`src/rtl/scp_copy_record_line_parser_defines.svh`:
```
// Assertion macros shared by the record line parser RTL.
// Each macro expects signals named clk and rst in the scope where it is used.
`ifndef SCP_COPY_RECORD_LINE_PARSER_DEFINES_SVH
`define SCP_COPY_RECORD_LINE_PARSER_DEFINES_SVH

// Same-cycle implication, checked outside reset.
`define SCP_ASSERT_IMPLIES(lbl, ante, cons, msg) \
  lbl: assert property (@(posedge clk) disable iff (rst) (ante) |-> (cons)) \
    else $error(msg);

// Next-cycle implication, checked outside reset.
`define SCP_ASSERT_NEXT(lbl, ante, cons, msg) \
  lbl: assert property (@(posedge clk) disable iff (rst) (ante) |=> (cons)) \
    else $error(msg);

`endif

```
`src/rtl/scp_pkg.sv`:
```
// Shared constants and types for the record line parser.
// No dependencies; the parse core and the top level import it.
package scp_pkg;

  localparam int MAX_NAME_CAPACITY_DEFAULT = 256;
  localparam int CAP_W = 9;
  localparam logic [CAP_W-1:0] NAME_CAPACITY_RESET = 9'd256;

  localparam logic [7:0] CHAR_RECORD = 8'h43;  // 'C'
  localparam logic [7:0] CHAR_ZERO   = 8'h30;  // '0'
  localparam logic [7:0] CHAR_SEVEN  = 8'h37;  // '7'
  localparam logic [7:0] CHAR_NINE   = 8'h39;  // '9'
  localparam logic [7:0] CHAR_SPACE  = 8'h20;  // ' '
  localparam logic [7:0] CHAR_NL     = 8'h0a;  // newline
  localparam logic [7:0] CHAR_NUL    = 8'h00;

  // Per-byte result, apart from the name length whose width follows a parameter.
  typedef struct packed {
    logic        name_byte_valid;
    logic [7:0]  name_byte;
    logic        record_end;
    logic        accepted;
    logic [31:0] file_mode;
    logic [63:0] file_size;
  } scp_result_t;

endpackage

```
`src/rtl/scp_parse_core.sv`:
```
// Parse state machine and per-byte result logic for the record line parser.
// Depends on scp_pkg; the state advances once per step pulse.
module scp_parse_core #(
  parameter int MAX_NAME_CAPACITY = scp_pkg::MAX_NAME_CAPACITY_DEFAULT,
  localparam int NAME_LEN_W = $clog2(MAX_NAME_CAPACITY + 1)
) (
  input  logic                      clk,
  input  logic                      rst,
  input  logic                      step,
  input  logic [7:0]                line_byte,
  input  logic                      last_byte,
  input  logic [scp_pkg::CAP_W-1:0] name_capacity,
  output scp_pkg::scp_result_t      result,
  output logic [NAME_LEN_W-1:0]     name_length
);
  import scp_pkg::*;

  localparam int CMP_W = (NAME_LEN_W > CAP_W) ? NAME_LEN_W : CAP_W;
  localparam logic [CMP_W-1:0] MAX_CMP = CMP_W'(MAX_NAME_CAPACITY);
  localparam logic [NAME_LEN_W-1:0] MAX_CNT = NAME_LEN_W'(MAX_NAME_CAPACITY);

  typedef enum logic [4:0] {
    PH_LETTER = 5'b00001,
    PH_MODE   = 5'b00010,
    PH_SIZE   = 5'b00100,
    PH_NAME   = 5'b01000,
    PH_DONE   = 5'b10000
  } phase_t;

  phase_t                phase, phase_next;
  logic [31:0]           mode_acc, mode_acc_next;
  logic [63:0]           size_acc, size_acc_next;
  logic                  digit_seen, digit_seen_next;
  logic [NAME_LEN_W-1:0] name_count, name_count_next;
  logic                  failed, failed_next;
  logic                  name_valid;
  logic                  is_octal, is_decimal, ok;
  logic [CMP_W-1:0]      cap_ext, cap_eff, count_ext;

  assign is_octal   = (line_byte >= CHAR_ZERO) && (line_byte <= CHAR_SEVEN);
  assign is_decimal = (line_byte >= CHAR_ZERO) && (line_byte <= CHAR_NINE);

  always_comb begin
    phase_next      = phase;
    mode_acc_next   = mode_acc;
    size_acc_next   = size_acc;
    digit_seen_next = digit_seen;
    name_count_next = name_count;
    failed_next     = failed;
    name_valid      = 1'b0;
    unique case (phase)
      PH_LETTER: begin
        if (line_byte == CHAR_RECORD) begin
          phase_next      = PH_MODE;
          digit_seen_next = 1'b0;
        end else begin
          failed_next = 1'b1;
          phase_next  = PH_DONE;
        end
      end
      PH_MODE: begin
        if (is_octal) begin
          mode_acc_next   = {mode_acc[28:0], line_byte[2:0]};
          digit_seen_next = 1'b1;
        end else if (line_byte == CHAR_SPACE && digit_seen) begin
          phase_next      = PH_SIZE;
          digit_seen_next = 1'b0;
        end else begin
          failed_next = 1'b1;
          phase_next  = PH_DONE;
        end
      end
      PH_SIZE: begin
        if (is_decimal) begin
          // Times ten as (x << 3) + (x << 1), plus the digit value.
          size_acc_next   = {size_acc[60:0], 3'b000} + {size_acc[62:0], 1'b0}
                          + 64'(line_byte[3:0]);
          digit_seen_next = 1'b1;
        end else if (line_byte == CHAR_SPACE && digit_seen) begin
          phase_next      = PH_NAME;
          digit_seen_next = 1'b0;
        end else begin
          failed_next = 1'b1;
          phase_next  = PH_DONE;
        end
      end
      PH_NAME: begin
        if (line_byte == CHAR_NL || line_byte == CHAR_NUL) begin
          phase_next = PH_DONE;
        end else begin
          name_valid = 1'b1;
          if (name_count < MAX_CNT) begin
            name_count_next = name_count + 1'b1;
          end
        end
      end
      PH_DONE: begin
      end
      default: begin
        phase_next = PH_DONE;
      end
    endcase
  end

  // Capacities above the maximum act as the maximum.
  assign cap_ext   = CMP_W'(name_capacity);
  assign cap_eff   = (cap_ext > MAX_CMP) ? MAX_CMP : cap_ext;
  assign count_ext = CMP_W'(name_count_next);
  assign ok = !failed_next && (phase_next == PH_NAME || phase_next == PH_DONE) &&
              (name_count_next != '0) && (count_ext < cap_eff);

  always_comb begin
    result.name_byte_valid = name_valid;
    result.name_byte       = name_valid ? line_byte : 8'h00;
    result.record_end      = last_byte;
    result.accepted        = last_byte && ok;
    result.file_mode       = last_byte ? mode_acc_next : 32'h0;
    result.file_size       = last_byte ? size_acc_next : 64'h0;
    name_length            = name_count_next;
  end

  always_ff @(posedge clk) begin
    if (rst) begin
      phase      <= PH_LETTER;
      mode_acc   <= '0;
      size_acc   <= '0;
      digit_seen <= 1'b0;
      name_count <= '0;
      failed     <= 1'b0;
    end else if (step) begin
      if (last_byte) begin
        phase      <= PH_LETTER;
        mode_acc   <= '0;
        size_acc   <= '0;
        digit_seen <= 1'b0;
        name_count <= '0;
        failed     <= 1'b0;
      end else begin
        phase      <= phase_next;
        mode_acc   <= mode_acc_next;
        size_acc   <= size_acc_next;
        digit_seen <= digit_seen_next;
        name_count <= name_count_next;
        failed     <= failed_next;
      end
    end
  end

endmodule

```
`src/rtl/scp_copy_record_line_parser.sv`:
```
// Top level of the file-copy record line parser: handshake registers and config.
// Depends on scp_pkg, scp_parse_core and scp_copy_record_line_parser_defines.svh.
//
// The block parses a record line of the form "C<octal mode> <decimal size> <name>",
// one byte per request, and returns one result per byte. Name bytes come out as they
// arrive with name_byte_valid set; a consumer should hold them until the result that
// carries record_end, and drop them unless accepted is set there. At record_end the
// result also carries the octal mode (wrapping at 32 bits), the decimal size (wrapping
// at 64 bits) and the saturating name length; the parser then starts a new record.
// A record is accepted only if the syntax was correct, the name phase was reached, and
// the name length is at least one and below name_capacity (values above
// MAX_NAME_CAPACITY act as MAX_NAME_CAPACITY; zero rejects everything). Throughput is
// one byte per cycle while out_ready stays high; each byte passes through the input
// register and then the result register. The input register and the result register
// each hold one request, so the input side can still accept one byte while a
// finished result waits for out_ready. Write name_capacity only while idle.
module scp_copy_record_line_parser #(
  parameter int MAX_NAME_CAPACITY = scp_pkg::MAX_NAME_CAPACITY_DEFAULT,
  localparam int NAME_LEN_W = $clog2(MAX_NAME_CAPACITY + 1)
) (
  input  logic                      clk,
  input  logic                      rst,
  input  logic                      in_valid,
  output logic                      in_ready,
  input  logic [7:0]                line_byte,
  input  logic                      last_byte,
  output logic                      out_valid,
  input  logic                      out_ready,
  output logic                      name_byte_valid,
  output logic [7:0]                name_byte,
  output logic                      record_end,
  output logic                      accepted,
  output logic [31:0]               file_mode,
  output logic [63:0]               file_size,
  output logic [NAME_LEN_W-1:0]     name_length,
  input  logic                      cfg_write_enable,
  input  logic [scp_pkg::CAP_W-1:0] cfg_write_data
);
  import scp_pkg::*;
  `include "scp_copy_record_line_parser_defines.svh"

  logic                  in_q_valid;
  logic [7:0]            in_q_byte;
  logic                  in_q_last;
  logic                  advance;
  logic                  step;
  logic [CAP_W-1:0]      name_capacity;
  scp_result_t           core_result;
  logic [NAME_LEN_W-1:0] core_name_length;
  scp_result_t           res_q;
  logic [NAME_LEN_W-1:0] res_name_length;

  // The result register can take a new value when empty or being drained.
  assign advance  = !out_valid || out_ready;
  assign step     = in_q_valid && advance;
  assign in_ready = !in_q_valid || advance;

  always_ff @(posedge clk) begin
    if (rst) begin
      name_capacity <= NAME_CAPACITY_RESET;
    end else if (cfg_write_enable) begin
      name_capacity <= cfg_write_data;
    end
  end

  // Input register: holds the accepted byte until the parse core consumes it.
  always_ff @(posedge clk) begin
    if (rst) begin
      in_q_valid <= 1'b0;
    end else if (in_ready) begin
      in_q_valid <= in_valid;
    end
  end

  always_ff @(posedge clk) begin
    if (in_valid && in_ready) begin
      in_q_byte <= line_byte;
      in_q_last <= last_byte;
    end
  end

  scp_parse_core #(
    .MAX_NAME_CAPACITY(MAX_NAME_CAPACITY)
  ) u_core (
    .clk          (clk),
    .rst          (rst),
    .step         (step),
    .line_byte    (in_q_byte),
    .last_byte    (in_q_last),
    .name_capacity(name_capacity),
    .result       (core_result),
    .name_length  (core_name_length)
  );

  // Result register.
  always_ff @(posedge clk) begin
    if (rst) begin
      out_valid <= 1'b0;
    end else if (advance) begin
      out_valid <= in_q_valid;
    end
  end

  always_ff @(posedge clk) begin
    if (step) begin
      res_q           <= core_result;
      res_name_length <= core_name_length;
    end
  end

  assign name_byte_valid = res_q.name_byte_valid;
  assign name_byte       = res_q.name_byte;
  assign record_end      = res_q.record_end;
  assign accepted        = res_q.accepted;
  assign file_mode       = res_q.file_mode;
  assign file_size       = res_q.file_size;
  assign name_length     = res_name_length;

  // Mode, size and acceptance only appear on the closing result of a record.
  `SCP_ASSERT_IMPLIES(a_mid_record_quiet, out_valid && !record_end, !accepted && file_mode == 32'h0 && file_size == 64'h0, "summary fields set before record end")
  // A name byte has always been counted.
  `SCP_ASSERT_IMPLIES(a_name_counted, out_valid && name_byte_valid, name_length != '0, "name byte without a name count")
  // An accepted record reaches the result register with a nonzero name length.
  `SCP_ASSERT_NEXT(a_accept_nonempty, step && core_result.accepted, out_valid && accepted && name_length != '0, "accepted record has an empty name")

endmodule
```
`config.mk`:
```
export PLATFORM = sky130hd
export DESIGN_NAME = scp_copy_record_line_parser
export DESIGN_NICKNAME = d
export VERILOG_FILES = /design/src/rtl/scp_pkg.sv /design/src/rtl/scp_parse_core.sv /design/src/rtl/scp_copy_record_line_parser.sv
export VERILOG_INCLUDE_DIRS = /design/src /design/src/rtl
export SDC_FILE = /design/constraint.sdc
export NUM_CORES = 1
export LEC_CHECK = 0
export BUFFER_PORTS_ARGS = -buffer_cell sky130_fd_sc_hd__buf_2
export CAP_MARGIN = 20
export CORE_MARGIN = 2
export CORE_UTILIZATION = 40
export DETAILED_ROUTE_END_ITERATION = 16
export GPL_ROUTABILITY_DRIVEN = 1
export HOLD_SLACK_MARGIN = 0.1
export MAX_ROUTING_LAYER = met4
export SETUP_SLACK_MARGIN = 0.02
export SYNTH_ARGS = -nofsm -noshare
export SYNTH_HDL_FRONTEND = slang
export SYNTH_SLANG_ARGS = --single-unit
```
`constraint.sdc`:
```
create_clock -name clk -period 5.35 [get_ports clk]
set_input_delay 0 -clock clk [delete_from_list [all_inputs] [get_ports clk]]
set_output_delay 0 -clock clk [all_outputs]
set_load 0.01 [all_outputs]
```
==> results.cfg <==
[logic_synthesis]
syn_nets = 1756
synthFlopType = edfxtp_1
yosys_warnings = 0
syn_inst = 1600
synth_edf_count = 125
ys_async_sr_fraction = 0
synth.cell_area_mm2 = 0.01452
synth_top_cell_by_area = edfxtp_1
synth_area_leaders = edfxtp_1 (26%), dfxtp_1 (17%), ha_1 (11%)
ys_ff_latch = 248
synth.avg_cell_area_um2 = 9.077
ys_types = 76
synth_top_area_frac = 0.2584
ys_seq_area_frac = 0.4280

[floorplanning]
core_area_mm2 = 0.03566
fp-row-count = 69
chipHeight_um = 194.6
dieWidth_um = 194.6
die_area_mm2 = 0.03785
io_pins = 141
start_util = 0.4073

[drt]
post_drt_via_cell_ratio = 5.615
routed.top_layer = met4
antenna_left = 0
first_pass_iters = 5
dr_wl_met3_um = 1974
drc = 0
wl_met2_um = 18200
post_drt_wl_per_cell_um = 18.38
drt-met1-wl_um = 19930
drt_iter0_drc = 952
vias = 12494
wl_um = 40900

[clocking]
hold_buffers = 42
cts_buffer_depth = 3
cts_tree = yes
htree_levels = 1
clock_latency_ns = 0.57
ctsRootBufferMaster = clkbuf_16
cts_made_buffers = 29
cts_setup_buffers = 0
cts.sinks = 248
path_clk_slew_ns = 0.06
post_cts_resized = 0

[run_status]
status = finished clean

[sta]
max_clock_freq_ghz = 0.2395
finalMaxSlewViolations = 0
setup_viol = 0
hold_violations = 0
period_minus_slack_ns = 4.175
slew_headroom = 0.2880
rsz0062_at_grt = false
period_share = 0.7803
tightest_slew_ns = 1.068
skew_ns = 0.008843
fin_setup_tns_ns = 0

[place]
io_buffers = 140
dp_hpwl_um = 28130
place.gp.congestion = 0.8765
placed_area_mm2 = 0.01561

[cells_and_area]
syn_to_final_growth_pct = 17.06
num_antenna_cells = 0
stdcell_area_mm2 = 0.01700
final_cell_mix = nand2_1 (246), a21oi_1 (158), buf_2 (140), nor2_1 (137), ha_1 (131)
nFillCells = 3385
final_common_cell = nand2_1
final_layout_size_suffix_gt1_frac = 0.1315
final_net_count = 1898

[grt]
grt_use_total = 0.2183
grt_pass1_wl_um = 65550
grt_max_degree = 82
grt_pass1_vias = 11943
grt.overflow.total = 0
antenna_found_initial = 0

[worst_hold_path]
hold_class = primary input to register
hold_end = in_q_byte[2]$_DFFE_PP_
hold_depth = 2
min_from = line_byte[2]

[job]
max_cap_viol_count = 0

[power]
leakagePower_nw = 6.644
ir_drop_mv = 0.2228
powerDensity_mw_per_mm2 = 253.7

[critical_path]
crit_slowest_cell = fa_1
slowest_delay_ns = 0.61
worstSetupPathType = register to register
crit_chain = inv_1 -> fa_1 -> inv_1 -> ha_1 -> a211oi_1 -> o21bai_1 -> nand4_1 -> a211oi_1 -> o21ai_1 -> buf_4 -> o41ai_4 -> a21boi_1 -> and4_1 -> a311o_1
r2r-start = in_q_byte[3]$_DFFE_PP_
cp_top_family = compound AO/OA/AOI/OAI gates
crit_fanout = 7
crit_arrival_ns = 4.49
cp-start-kind = register
rr_endpoint = file_size[53]$_SDFFCE_PN0P_
r2r_slack_ns = 1.18
cp_num_buf_inv = 3
r2r_cells = 14
end_kind = register
worstPathRequired_ns = 5.67
[how the worst max path moves through the flow]
| stage | slack (ns) | startpoint | endpoint | depth (start not counted) |
|---|---|---|---|---|
| global route | 0.76 | in_q_byte[3]$_DFFE_PP_ | file_size[55]$_SDFFCE_PN0P_ | 13 |
| detailed placement | 1.21 | in_q_byte[3]$_DFFE_PP_ | file_size[55]$_SDFFCE_PN0P_ | 13 |
| finish | 1.18 | in_q_byte[3]$_DFFE_PP_ | file_size[53]$_SDFFCE_PN0P_ | 14 |
| CTS | 1.19 | in_q_byte[3]$_DFFE_PP_ | file_size[55]$_SDFFCE_PN0P_ | 13 |
| floorplan | 0.22 | out_valid$_SDFFE_PP0P_ | u_core.size_acc[27]$_SDFFE_PP0P_ | 8 |
| global placement | 1.27 | in_q_byte[3]$_DFFE_PP_ | file_size[53]$_SDFFCE_PN0P_ | 14 |
[logic make-up (layout without fill, tap and decap cells)]
group,count (synthesis),after routing,synth area share
xor gates and xnor gates,64,64,0.03859
buffers and inverters,119,283,0.03127
DFF,248,248,0.4280
muxes,13,13,0.009218
adders and majority gates,133,133,0.1156
and+or+nand+nor,565,565,0.1763
AOI/OAI and AO/OA,458,458,0.2010
[flip-flops by register name, summed over array words and instances (netlist names), 5 cells and up]
name and count:
file_mode 32, name_length 9, u_core.phase 5, name_byte 8
in_q_byte 8, name_capacity 9, u_core.size_acc 64, u_core.mode_acc 32
file_size 64, u_core.name_count 9
[cells in the mapped netlist (4+ instances only)]
cell type	instances
nand4_1	26
nand2_1	247
xor2_1	22
o21ai_0	84
a311o_1	4
nand3_1	44
and3_1	11
a211o_1	5
nor2_1	138
a211oi_1	11
ha_1	131
nand4b_1	4
inv_1	29
or3_1	9
edfxtp_1	125
o31ai_1	8
xnor2_1	42
buf_2	6
mux2i_1	10
a22o_1	4
o21bai_1	8
a21boi_0	6
o21a_1	16
nor4_1	11
clkbuf_1	79
o211ai_1	16
dfxtp_1	123
a21o_1	14
a22oi_1	69
nor3_1	15
a31oi_1	13
and4_1	4
nand2b_1	10
and2_1	18
nor2b_1	8
a21oi_1	158
o31a_1	4
o21ai_1	5
[through the flow]
stage / instances / setup WS [ns] / hold WS (ns) / util / total power, mW
finish: 2225 / 1.175 / 0.1715 / 0.4768 / 4.313
global route: 2225 / 0.7615 / 0.1599 / 0.4768 / 4.461
CTS: 2225 / 1.186 / 0.1448 / 0.4768 / 4.359
detailed placement: 2130 / 1.208 / 0.1851 / 0.4377 / 2.301
global placement: 2130 / 1.271 / 0.1992 / 0.4377 / 2.301
floorplan: 1600 / 0.2196 / 0.09887 / - / 2.210
[per-layer routing]
layer	vias up	track usage
met5	-	-
met4	0	0.05242
met3	50	0.02429
met2	307	0.3341
met1	5989	0.3091
li1	6148	-
[power breakdown]
part	switching (mW)	internal, mW	total (mW)
Combinational	0.138	0.0766	0.214
Sequential	0.0251	2.05	2.07
Clock	0.832	1.19	2.03
Total	0.995	3.32	4.31
[final cells by class]
class	count	area, µm²	share of cell area
Tap cell	461	576.8	0.03393
Clock buffer	35	788.3	0.04636
Multi-Input combinational cell	1233	7868	0.4628
Inverter	31	118.9	0.006991
Timing Repair Buffer	199	1249	0.07345
Sequential cell	248	6216	0.3656
Clock inverter	18	185.2	0.01089
(Power assumes the default switching activity.)
